### src/rtl/nst_pkg.sv
// Shared constants and state types of the neighbor soft threshold block.
// Used by the front, back, top level and checker; depends on nothing.
package nst_pkg;

    localparam int COEF_WIDTH_DEF = 24;
    localparam int THR_W          = 24;
    localparam int FIFO_DEPTH_DEF = 4;

    // floor(x / 10) = (x * DIV10_MUL) >> DIV10_SHIFT for every x below 2**32.
    localparam logic [31:0] DIV10_MUL   = 32'hCCCC_CCCD;
    localparam int          DIV10_SHIFT = 35;

    typedef enum logic [2:0] {
        F_IDLE,
        F_SQ1,
        F_SQ2,
        F_SQRT,
        F_SHIFT,
        F_EMIT
    } front_state_t;

    typedef enum logic [1:0] {
        B_IDLE,
        B_MUL,
        B_DIV,
        B_OUT
    } back_state_t;

endpackage

### src/rtl/nst_back.sv
// Back part: multiplies the absolute real part by the threshold margin, divides
// by the magnitude one quotient bit a cycle and holds the result for the sink.
// Depends on nst_pkg.
module nst_back #(
    parameter int COEF_WIDTH = nst_pkg::COEF_WIDTH_DEF
) (
    input  logic                                   clk,
    input  logic                                   rst_n,
    input  logic                                   job_valid,
    output logic                                   job_ready,
    input  logic [2*COEF_WIDTH+nst_pkg::THR_W+1:0] job_data,
    output logic                                   m_tvalid,
    input  logic                                   m_tready,
    output logic [((COEF_WIDTH+7)/8)*8-1:0]        m_tdata,
    output logic                                   m_tlast
);
    import nst_pkg::*;

    localparam int W     = COEF_WIDTH;
    localparam int MAG_W = W + 1;
    localparam int P_W   = W + MAG_W;
    localparam int CW    = (MAG_W > THR_W) ? MAG_W : THR_W;
    localparam int CNT_W = $clog2(W + 1);
    localparam int OUT_W = ((W + 7) / 8) * 8;

    back_state_t state_reg, state_next;

    logic [MAG_W-1:0] mag_reg, rem_reg;
    logic [THR_W-1:0] thr_reg;
    logic [W-1:0]     are_reg, q_reg;
    logic             neg_reg, last_reg, zero_reg;
    logic [P_W-1:0]   prod_reg;
    logic [CNT_W-1:0] cnt_reg;
    logic [W-1:0]     job_re, job_are;
    logic [CW-1:0]    mag_x, thr_x, diff_x;
    logic [MAG_W:0]   rem_try;
    logic [W-1:0]     q_fin;

    assign job_re  = job_data[MAG_W+THR_W +: W];
    assign job_are = job_re[W-1] ? (~job_re) + 1'b1 : job_re;
    assign mag_x   = CW'(mag_reg);
    assign thr_x   = CW'(thr_reg);
    assign diff_x  = mag_x - thr_x;
    assign rem_try = {rem_reg, prod_reg[W-1]};
    assign q_fin   = neg_reg ? (~q_reg) + 1'b1 : q_reg;

    assign job_ready = (state_reg == B_IDLE);
    assign m_tvalid  = (state_reg == B_OUT);
    assign m_tdata   = OUT_W'(zero_reg ? '0 : q_fin);
    assign m_tlast   = last_reg;

    always_comb
    begin
        state_next = state_reg;
        unique case (state_reg)
            B_IDLE: if (job_valid) state_next = B_MUL;
            B_MUL:  state_next = B_DIV;
            B_DIV:  if (cnt_reg == CNT_W'(W)) state_next = B_OUT;
            B_OUT:  if (m_tready) state_next = B_IDLE;
            default: state_next = B_IDLE;
        endcase
    end

    always_ff @(posedge clk or negedge rst_n)
    begin
        if (!rst_n)
        begin
            state_reg <= B_IDLE;
            cnt_reg   <= '0;
        end
        else
        begin
            state_reg <= state_next;
            if (state_reg == B_MUL)
            begin
                cnt_reg <= '0;
            end
            else if (state_reg == B_DIV)
            begin
                cnt_reg <= cnt_reg + 1'b1;
            end
        end
    end

    always_ff @(posedge clk)
    begin
        if (state_reg == B_IDLE && job_valid)
        begin
            mag_reg  <= job_data[MAG_W-1:0];
            thr_reg  <= job_data[MAG_W +: THR_W];
            are_reg  <= job_are;
            neg_reg  <= job_re[W-1];
            last_reg <= job_data[2*W+THR_W+1];
        end
        if (state_reg == B_MUL)
        begin
            zero_reg <= (mag_reg == '0) || (mag_x <= thr_x);
            prod_reg <= P_W'(are_reg) * P_W'(diff_x[MAG_W-1:0]);
        end
        if (state_reg == B_DIV)
        begin
            if (cnt_reg == '0)
            begin
                rem_reg  <= prod_reg[P_W-1:W];
                q_reg    <= '0;
            end
            else
            begin
                prod_reg <= {prod_reg[P_W-2:0], 1'b0};
                if (rem_try >= {1'b0, mag_reg})
                begin
                    rem_reg <= MAG_W'(rem_try - {1'b0, mag_reg});
                    q_reg   <= {q_reg[W-2:0], 1'b1};
                end
                else
                begin
                    rem_reg <= rem_try[MAG_W-1:0];
                    q_reg   <= {q_reg[W-2:0], 1'b0};
                end
            end
        end
    end

endmodule

### config.mk
export PLATFORM = sky130hd
export DESIGN_NAME = nst_back
export DESIGN_NICKNAME = d
export VERILOG_FILES = /design/src/rtl/nst_pkg.sv /design/src/rtl/nst_back.sv
export SDC_FILE = /design/constraint.sdc
export NUM_CORES = 2
export LEC_CHECK = 0
export BUFFER_PORTS_ARGS = -buffer_cell sky130_fd_sc_hd__buf_2
export CORE_MARGIN = 5
export CORE_UTILIZATION = 53
export DETAILED_ROUTE_END_ITERATION = 7
export GPL_ROUTABILITY_DRIVEN = 0
export PLACE_DENSITY = 0.73
export SYNTH_ARGS = -nofsm -noshare
export SYNTH_HDL_FRONTEND = slang
export SYNTH_SLANG_ARGS = --single-unit
### constraint.sdc
create_clock -name clk -period 8 [get_ports clk]
set_clock_uncertainty 0.2 [all_clocks]
set_input_delay 0.4 -clock clk [delete_from_list [all_inputs] [get_ports clk]]
set_output_delay 0.4 -clock clk [all_outputs]
set_load 0.1 [all_outputs]
==> reports/metrics.yaml <==
synthesis:
  synth.area.mux_share: 0.0131
  synth_edf_count: 125
  syn_inst: 3306
  syn_area_um2: 30000
  synth_top_family_by_area: "adder cells"
  syn_avg_cell_area_um2: 9.09
  synth-main-ff-cell: "edfxtp_1"
  synthArstFlopShare: 0.0387
  synth_cell_types: 80
  synth_nets: 4122
  synth-seq-cells: 181
  synthSimpleGateAreaFrac: 0.168
  synth_fa_ha_area_frac: 0.434
  synth_compound_area_frac: 0.0865
  synth_xor_xnor_area_share: 0.0347
  ys_seq_area_frac: 0.163
  ys_warn_count: 0
sta:
  max_freq_mhz: 110
  timing.hold.ws_ns: 0.0326
  rsz0062_at_grt: "yes"
  finalCriticalPeriod_ns: 9.06
  tightest_slew_ns: 1.15
  hold_viol_final: 0
  setup_slack_ns: -1.06
  relSlewSlack: 0.235
  setup_viol_count_final: 32
  slew_violations: 0
  period_share: 1.13
  finalSetupTns_ns: -22.39
outcome:
  outcome: "finished, violations left"
  violations: "setup timing"
grt:
  overflow: 0
  grt_pass1_vias: 26400
  grt_max_degree: 71
  antenna_found_initial: 1
  grt_pass1_wl_um: 138000
  groute.usage.overall: 0.284
clock_network:
  cts_buffer_depth: 2
  clkLatencyLatePin_ns: 0.48
  numCtsBuffers: 17
  cts_root_buf: "clkbuf_16"
  clock_sinks: 181
  clkTransAtPathRegs_ns: 0.08
  cts_tree: "done"
  cts-htree-levels: 4
placement:
  port-buffer-count: 104
  placement.setup.worst_slack_ns: -1.08
  hpwl_um: 65300
final_layout:
  antenna_cells: 0
  nets: 4567
  nFillCells: 4297
  syn2layout_area_growth_pct: 24.5
  seq_area_um2: 4910
  multiInputGateArea_um2: 23800
  largest_reg_flops: 49
  drive_above_1_share: 0.222
die:
  die-area_um2: 61500
  die_height_um: 248
  start_util: 0.534
  die_x_um: 248
  io_pins: 105
  row_count: 87
  core_area_um2: 56300
critical_path:
  r2r_setup_slack_ns: -1.06
  critPathMostFrequentCell: "fa_1"
  arrival_ns: 9.26
  critPathCaptureType: "register"
  reg2regPathDepth: 35
  crit_end: "prod_reg[45]"
  cpPeakStageDelay_ns: 0.56
  worstPathRequired_ns: 8.21
  cp-start-kind: "register"
  cp_max_fo: 5
  crit_type: "reg2reg"
  rr_startpoint: "thr_reg[0]"
  r2r-end: "prod_reg[45]"
  cp-startpoint: "thr_reg[0]"
  slowest_stage: "fa_2"
route:
  ant_nets: 0
  dr.pass1.iters: 6
  routedWlPerCell_um: 19.2
  vias_per_cell: 5.50
  route.detailed.drc: 0
  vias: 24900
  drt_iter0_drc: 1873
  wl_um: 87000
run:
  maxCapViolations: 0
worst_hold_path:
  min_path_type: "in2reg"
## stage by stage
step                 util  instance area (um2)  std cells
CTS                 0.651                36600       4487
global placement    0.608                34200       4352
global route        0.664                37400       4520
finish              0.664                37400       4520
floorplan               -                30500       3306
detailed placement  0.608                34200       4352
## cell usage in the layout, fill, tap and decap left out, types with 26 or more instances in the layout
| master | count |
|---|---|
| mux2i_1 | 36 |
| nand2_1 | 347 |
| a21oi_2 | 27 |
| a21oi_1 | 108 |
| a21o_1 | 35 |
| ha_4 | 28 |
| o21ai_0 | 62 |
| fa_1 | 487 |
| nor2b_1 | 50 |
| xnor2_1 | 60 |
| edfxtp_1 | 125 |
| and2_1 | 257 |
| buf_4 | 347 |
| buf_6 | 37 |
| xor2_1 | 34 |
| inv_2 | 35 |
| inv_1 | 618 |
| dlygate4sd3_1 | 52 |
| buf_2 | 104 |
| ha_1 | 202 |
| nand3_1 | 44 |
| dfxtp_1 | 49 |
| and3_1 | 26 |
| nor2_1 | 126 |
## worst max-delay path, delay by kind of cell (launching register included)
family / cells / cell delay (ns)
AO/OA/AOI/OAI: 16 / 2.79
XOR/XNOR: 1 / 0.28
multiplexers: 1 / 0.31
AND/OR/NAND/NOR: 2 / 0.28
flip-flops: 1 / 0.42
buffers and inverters: 5 / 0.37
adder cells (fa/ha/maj): 10 / 4.33
## kinds of logic (layout without fill, tap and decap cells)
| family | Yosys count | after routing |
|---|---|---|
| and+or+nand+nor | 1015 | 1016 |
| buffers and inverters | 799 | 1255 |
| AOI/OAI and AO/OA | 415 | 415 |
| muxes | 39 | 39 |
| adders and majority gates | 738 | 738 |
| xor gates and xnor gates | 119 | 120 |
| DFF | 181 | 181 |
## cell type report
type	count	share of cell area
Multi-Input combinational cell	2328	0.637
Sequential cell	181	0.131
Timing Repair Buffer	570	0.125
Inverter	653	0.0656
Tap cell	756	0.0253
Clock buffer	19	0.0121
Clock inverter	13	0.00415
## how the worst min path moves through the flow
stage | from | to | cells past startpoint
global route | job_data[71] | are_reg[23] | 2
finish | job_data[63] | are_reg[14] | 2
CTS | job_data[63] | are_reg[14] | 2
detailed placement | rst_n | state_reg[1] | 1
global placement | rst_n | state_reg[1] | 1
floorplan | rst_n | cnt_reg[0] | 0
## synthesized netlist by cell type (4+ instances only)
cell type,number,area (um2)
inv_1,653,2450
fa_1,506,10100
nand2_1,366,1370
and2_1,274,1710
ha_1,232,2900
a21oi_1,146,731
nor2_1,132,495
clkbuf_1,129,484
edfxtp_1,125,3750
o21ai_0,94,470
xnor2_1,75,657
nor2b_1,52,325
nand3_1,50,250
dfxtp_1,49,981
xor2_1,44,385
and3_1,36,225
mux2i_1,36,360
a21o_1,35,263
nor3_1,23,115
nand2b_1,22,138
nand4_1,20,125
o21a_1,18,135
o21ai_1,14,70.1
nor4_1,12,75.1
o31ai_1,12,90.1
a31oi_1,10,62.6
buf_1,10,37.5
o211ai_1,8,60.1
o21bai_1,8,60.1
o41ai_1,8,70.1
dfrtp_1,7,175
or4_1,7,52.6
buf_2,6,30.0
or3_1,6,37.5
o22ai_1,5,31.3
a211oi_1,4,30.0
a211oi_2,4,50.1
a221o_1,4,40.0
## routing by layer
| layer | part of all wire | global-route usage |
|---|---|---|
| met5 | 0 | 0 |
| met4 | 0.057 | 0.136 |
| met3 | 0.074 | 0.0464 |
| met2 | 0.49 | 0.486 |
| met1 | 0.38 | 0.354 |
## what timing repair did
action / in CTS / in global routing
hold endpoints to repair: 58 / 0
cloned: 3 / 2
hold buffers: 52 / 0
setup endpoints to repair: 35 / 37
setup buffers: 53 / 34
pin swaps: 189 / 113
gates resized for setup: 199 / 118
Power is left out: the tool's default activity adds up to more than one toggle a clock period on the data nets, which glitch-free logic cannot reach.
