**src/rtl/nst_fifo.sv**
```systemverilog
// Small register queue that carries shrink jobs from the front to the back.
// Uses nst_pkg for nothing but is kept in the same project style.
module nst_fifo #(
    parameter int WIDTH = 8,
    parameter int DEPTH = 4
) (
    input  logic             clk,
    input  logic             rst_n,
    input  logic             in_valid,
    output logic             in_ready,
    input  logic [WIDTH-1:0] in_data,
    output logic             out_valid,
    input  logic             out_ready,
    output logic [WIDTH-1:0] out_data
);
    localparam int PTR_W = (DEPTH > 1) ? $clog2(DEPTH) : 1;
    localparam int CNT_W = $clog2(DEPTH + 1);

    logic [WIDTH-1:0] mem_reg [DEPTH];
    logic [PTR_W-1:0] wr_ptr_reg, rd_ptr_reg;
    logic [CNT_W-1:0] count_reg;
    logic             push, pop;

    assign in_ready  = (count_reg != CNT_W'(DEPTH));
    assign out_valid = (count_reg != '0);
    assign out_data  = mem_reg[rd_ptr_reg];
    assign push      = in_valid && in_ready;
    assign pop       = out_valid && out_ready;

    always_ff @(posedge clk or negedge rst_n)
    begin
        if (!rst_n)
        begin
            wr_ptr_reg <= '0;
            rd_ptr_reg <= '0;
            count_reg  <= '0;
        end
        else
        begin
            if (push)
            begin
                wr_ptr_reg <= (wr_ptr_reg == PTR_W'(DEPTH - 1)) ? '0 : wr_ptr_reg + 1'b1;
            end
            if (pop)
            begin
                rd_ptr_reg <= (rd_ptr_reg == PTR_W'(DEPTH - 1)) ? '0 : rd_ptr_reg + 1'b1;
            end
            if (push && !pop)
            begin
                count_reg <= count_reg + 1'b1;
            end
            else if (pop && !push)
            begin
                count_reg <= count_reg - 1'b1;
            end
        end
    end

    always_ff @(posedge clk)
    begin
        if (push)
        begin
            mem_reg[wr_ptr_reg] <= in_data;
        end
    end

endmodule

```
**config.mk**
```make
export PLATFORM = sky130hd
export DESIGN_NAME = nst_fifo
export DESIGN_NICKNAME = d
export VERILOG_FILES = /design/src/rtl/nst_fifo.sv
export SDC_FILE = /design/constraint.sdc
export NUM_CORES = 1
export LEC_CHECK = 0
export ABC_AREA = 1
export BUFFER_PORTS_ARGS = -buffer_cell sky130_fd_sc_hd__buf_2
export CAP_MARGIN = 20
export CORE_MARGIN = 2
export CORE_UTILIZATION = 60
export CTS_BUF_LIST = sky130_fd_sc_hd__clkbuf_8
export DETAILED_ROUTE_END_ITERATION = 7
export PLACE_DENSITY = 0.79
export SLEW_MARGIN = 15
export SYNTH_ARGS = -nofsm -noshare
export SYNTH_HDL_FRONTEND = slang
export SYNTH_SLANG_ARGS = --single-unit
```
**constraint.sdc**
```tcl
create_clock -name clk -period 4 [get_ports clk]
set_input_delay 0.8 -clock clk [delete_from_list [all_inputs] [get_ports clk]]
set_output_delay 0.8 -clock clk [all_outputs]
set_load 0.03 [all_outputs]
```
==> run summary, run 1 <==
clk sinks - 39
row count - 19
critical path type - flip-flop to primary output
Worst R2R Setup Slack - 2.15 ns
Mapped Avg Cell Area - 11.5 um^2
Die Wd - 58.1 um
Routed wire per std cell - 14.5 um
top routing layer in use - met4
Max Fclk - 0.382 GHz
crit path launch type - flip-flop
postcts setup bufs - 0
Largest register FFs - 32
Die Span Y - 58.1 um
Post-Syn Area - 1750 um^2
HP Class - input pin to asynchronous set/reset pin
sequential share of the synthesized area - 64.8%
met2 wire len - 1.56 mm
crit path to - out_data[7]
Required @ worst endpoint - 3.20 ns
drt pass-1 iters - 4
Worst-path clk slew - 0.07 ns
Vias - 1111
Arr. time, crit path - 1.82 ns
Lkg Pwr - 0.846 nW
commonest non-fill, non-tap cell in the layout - nand2_1
clk root buf - clkbuf_8
Final #Nets - 194
Netlist cell types - 16
hold_buf cts - 0
RSZ-0062 raised after global routing - false
clk buf depth - 2
Final min period - 2.62 ns
Initial Util - 63.6%
H-Tree Depth - 2
Synth Instances - 152
pwr dens - 764 nW/um^2
maximum vdd drop - 0.000566 V
Syn Nets - 171
largest net degree at the start of global routing - 36
crit path capture type - primary output
Inserted Diodes - 0
total congestion overflow - 0
final hold violation count - 0
clock latency on the worst-skew pair - 0.29 ns
r2r worst-path depth - 10
most frequent cells in the layout - nand2_1 (37), edfxtp_1 (32), inv_1 (29)
setup TNS - 0 ns
met3 wire len - 134 um
Worst R2R End - count_reg[2]
# setup viols final - 0
Via-to-Cell Ratio - 5.37
# fillers - 205
worst reg2reg path startpoint - count_reg[1]
post_cts resized - 0
Slew HR - 33.6%
CP max FO - 35
synthesis-stage register bit count - 39
result of the run - finished, final reports clean
DR iter-0 viols - 37
Slew @ Worst Pin - 0.996 ns
layout cell share with drive strength beyond 1 - 17.6%
CTS tree - done
final WL - 3.00 mm
MaxCap Viol Count - 0
final instance area - 1930 um^2
Slew Limit Fails - 0
final setup skew - 0.00478 ns
GPL Wtd Cong - 0.732
WL met1 - 1.25 mm
DP HPWL - 2.12 mm
antenna violations before repair - 0
core region area - 2760 um^2
number of synthesis warnings - 0
total CTS buffers - 5
Die Area - 3370 um^2
I/O pin cnt - 22
vias in the first global route - 1126
global-route wire length before repair - 5.09 mm
Detail Route Antenna Nets - 0
Total GRT Usage - 21.5%
Placement Cell Area - 1840 um^2
DRC viols - 0
period utilisation layout - 65.5%
port bufs - 21
synth-to-layout area growth - 9.77%
Critical path origin - rd_ptr_reg[0]
## synthesized netlist by cell type, drive strengths merged
library cell  instances  area share [%]
buf                   5             3.2
dfrtp                 7              10
edfxtp               32              55
fa                    1             1.1
ha                    6             4.3
inv                  30             6.4
nand2                39             8.6
nand3                 7             2.3
nand4                 1            0.36
nor2                  6             1.3
o211ai               16             6.8
o21ai                 1            0.29
xnor2                 1            0.50
## worst max-delay path, cell delays in order (launching register included)
cell and delay [ns]:
dfrtp_1 1.00, nand2_1 0.16, o211ai_1 0.12, nand2_1 0.07, buf_2 0.18
## metrics by stage
step	std cells	power (W)	utilization, %	hold slack (ns)	worst slack [ns]
CTS	207	0.00149	69.8	0.325	1.38
detailed placement	199	0.00124	66.8	0.544	1.70
global placement	199	0.00119	66.8	0.495	1.76
global route	207	0.00159	69.8	0.334	1.22
floorplan	152	0.00111	-	0.482	2.08
finish	207	0.00147	69.8	0.333	1.38
## power breakdown
part | internal [W] | leakage (nW) | total (W) | switching [W]
clock network | 0.000118 | 0.0392 | 0.000249 | 0.000131
logic | 0.000186 | 0.428 | 0.000570 | 0.000384
registers | 0.000546 | 0.378 | 0.000652 | 0.000106
## worst min-delay path by stage
stage | depth (start not counted) | from | slack (ns) | to
floorplan | 2 | count_reg[2] | 0.48 | count_reg[2]
global placement | 2 | count_reg[2] | 0.50 | count_reg[2]
detailed placement | 2 | wr_ptr_reg[1] | 0.54 | wr_ptr_reg[1]
CTS | 1 | rst_n | 0.32 | wr_ptr_reg[0]
global route | 1 | rst_n | 0.33 | count_reg[0]
finish | 1 | rst_n | 0.33 | count_reg[0]
## final cells by class
type / count / area (um^2) / area share, %
Sequential cell: 39 / 1140 / 59.0
Multi-Input combinational cell: 78 / 449 / 23.3
Inverter: 30 / 113 / 5.85
Clock inverter: 3 / 15.0 / 0.780
Clock buffer: 5 / 68.8 / 3.57
Tap cell: 31 / 38.8 / 2.01
Timing Repair Buffer: 21 / 105 / 5.46
## routing by layer
| metal | vias up | track usage [%] |
|---|---|---|
| met5 | - | 0 |
| met4 | 0 | 9.30 |
| met3 | 7 | 6.92 |
| met2 | 23 | 36.4 |
| met1 | 534 | 25.0 |
| li1 | 547 | - |
## cells by family after synthesis
family	Yosys count	share of synthesized area, %
compound gates	17	7.13
xor+xnor	1	0.499
fa+ha+maj	7	5.42
buf+inv	35	9.63
flops	39	64.8
simple gates	53	12.6
(Power assumes the default switching activity.)
==> run 2, diff against run 1 <==
--- a/config.mk
+++ b/config.mk
@@ -9,10 +9,10 @@
 export BUFFER_PORTS_ARGS = -buffer_cell sky130_fd_sc_hd__buf_2
 export CAP_MARGIN = 20
 export CORE_MARGIN = 2
-export CORE_UTILIZATION = 60
+export CORE_UTILIZATION = 59
 export CTS_BUF_LIST = sky130_fd_sc_hd__clkbuf_8
 export DETAILED_ROUTE_END_ITERATION = 7
-export PLACE_DENSITY = 0.79
+export PLACE_DENSITY = 0.78
 export SLEW_MARGIN = 15
 export SYNTH_ARGS = -nofsm -noshare
 export SYNTH_HDL_FRONTEND = slang
==> constraint.sdc (replaced) <==
create_clock -name clk -period 2.6 [get_ports clk]
set_input_delay 0.52 -clock clk [delete_from_list [all_inputs] [get_ports clk]]
set_output_delay 0.52 -clock clk [all_outputs]
set_load 0.03 [all_outputs]
==> run summary, run 2 (synthesis results as in run 1) <==
result of the run - finished, final reports clean
synth-to-layout area growth - 12.5%
period utilisation layout - 78.8%
Slew @ Worst Pin - 0.369 ns (-0.627 ns)
final instance area - 1970 um^2 (+2.5%)
row count - 19 (unchanged)
DR iter-0 viols - 47 (+27%)
final setup skew - 0.00560 ns (+0.000823 ns)
Worst-path clk slew - 0.08 ns (about the same)
HP Class - input pin to asynchronous set/reset pin
commonest non-fill, non-tap cell in the layout - nand2_1
Via-to-Cell Ratio - 5.25 (-2.2%)
Total GRT Usage - 19.6% (-1.9 points)
clk sinks - 39 (unchanged)
setup TNS - 0 ns (unchanged)
clk buf depth - 2 (unchanged)
Detail Route Antenna Nets - 0 (unchanged)
Die Wd - 58.5 um (+0.78%)
global-route wire length before repair - 4.73 mm (-7.1%)
# fillers - 206 (+0.49%)
GPL Wtd Cong - 0.739 (+0.98%)
Total Power - 0.00233 W (+58%)
# setup viols final - 0 (unchanged)
Lkg Pwr - 0.877 nW (+3.7%)
RSZ-0062 raised after global routing - false
DP HPWL - 2.04 mm (-3.6%)
post_cts resized - 0 (unchanged)
Largest register FFs - 32 (unchanged)
Crit path buffers/inverters - 2 (+1)
pwr dens - 1180 nW/um^2 (+54%)
clk root buf - clkbuf_8
clock latency on the worst-skew pair - 0.29 ns (about the same)
H-Tree Depth - 2 (unchanged)
crit path capture type - primary output
CP max FO - 11 (-69%)
I/O pin cnt - 22 (unchanged)
hold_buf cts - 0 (unchanged)
Arr. time, crit path - 1.53 ns (-0.29 ns)
final hold violation count - 0 (unchanged)
final WL - 2.99 mm (-0.57%)
total congestion overflow - 0 (unchanged)
Inserted Diodes - 0 (unchanged)
Final min period - 2.05 ns
core region area - 2780 um^2 (+0.86%)
vias in the first global route - 1045 (-7.2%)
Initial Util - 63.1% (-0.54 points)
layout cell share with drive strength beyond 1 - 21.0% (+3.4 points)
Slew Limit Fails - 0 (unchanged)
total CTS buffers - 5 (unchanged)
postcts setup bufs - 0 (unchanged)
Slowest cell on crit path - dfrtp_1
Required @ worst endpoint - 2.08 ns (-1.12 ns)
most frequent cells in the layout - nand2_1 (37), edfxtp_1 (32), inv_1 (29)
MaxCap Viol Count - 0 (unchanged)
CP max stage delay - 0.52 ns (-0.48 ns)
fin util - 70.9% (+1.1 points)
crit path launch type - flip-flop
crit-path cells - inv_1, o211ai_1, nand2_1, buf_2
port bufs - 21 (unchanged)
Die Span Y - 58.5 um (+0.78%)
DRC viols - 0 (unchanged)
Slew HR - 75.4% (+42 points)
largest net degree at the start of global routing - 36 (unchanged)
CTS tree - done
Routed wire per std cell - 14.1 um (-2.9%)
critical path type - flip-flop to primary output
Vias - 1113 (+0.18%)
delay-heaviest family, CP - flip-flops
Max Fclk - 0.488 GHz
maximum vdd drop - 0.00104 V (+84%)
Die Area - 3430 um^2 (+1.6%)
Worst Hold Slack - 0.0466 ns (-0.286 ns)
antenna violations before repair - 0 (unchanged)
Final #Nets - 199 (+2.6%)
Placement Cell Area - 1880 um^2 (+2.0%)
drt pass-1 iters - 4 (unchanged)
run 2: worst paths after layout:
| path | slack (ns) | depth (start not counted) | from | end |
|---|---|---|---|---|
| setup / recovery | 0.55 | 4 | rd_ptr_reg[1] | out_data[4] |
| hold / removal | 0.05 | 1 | rst_n | wr_ptr_reg[0] |
| setup reg to reg | 0.74 | 10 | count_reg[1] | count_reg[2] |
| hold reg to reg | 0.55 | 2 | count_reg[2] | count_reg[2] |
| max in group asynchronous | 2.39 | 1 | rst_n | rd_ptr_reg[0] |
| min in group clk | 0.44 | 1 | in_data[4] | mem_reg[1][4] |
run 2: metal layers:
metal	GRT usage (%)	vias to the layer above	wire length, um
met2	31.1	37	1460
li1	-	559	-
met4	7.64	0	55
met1	25.6	509	1300
met3	5.49	8	169
met5	0	-	0
run 2: final cells by class:
class / instances / area [um^2] / share of cell area (%)
multi-input cells: 78 / 449 / 22.8
repair buffers: 26 / 143 / 7.23
inverters: 30 / 113 / 5.71
clock inverters: 3 / 25.0 / 1.27
flip-flops and latches: 39 / 1140 / 57.6
clock buffers: 5 / 68.8 / 3.49
well taps: 31 / 38.8 / 1.97
run 2: worst reg2reg max path, delay by kind of cell (launching register included):
kind,cells,cell delay (ns)
flip-flops,1,0.41
buffers and inverters,2,0.20
AND/OR/NAND/NOR,6,0.61
adder cells (fa/ha/maj),2,0.56
run 2: metrics by stage:
step                      cells  worst slack (ns)
final                       212             0.552
after global placement      204             0.832
after floorplan             152             0.677
after global routing        212             0.439
after detailed placement    204             0.776
after CTS                   212             0.545
run 2: report_power, final:
| part | total [W] | switching, W | internal (W) |
|---|---|---|---|
| Clock | 0.000409 | 0.000218 | 0.000191 |
| Sequential | 0.000935 | 0.0000967 | 0.000838 |
| Combinational | 0.000984 | 0.000669 | 0.000315 |
| Total | 0.00233 | 0.000984 | 0.00134 |
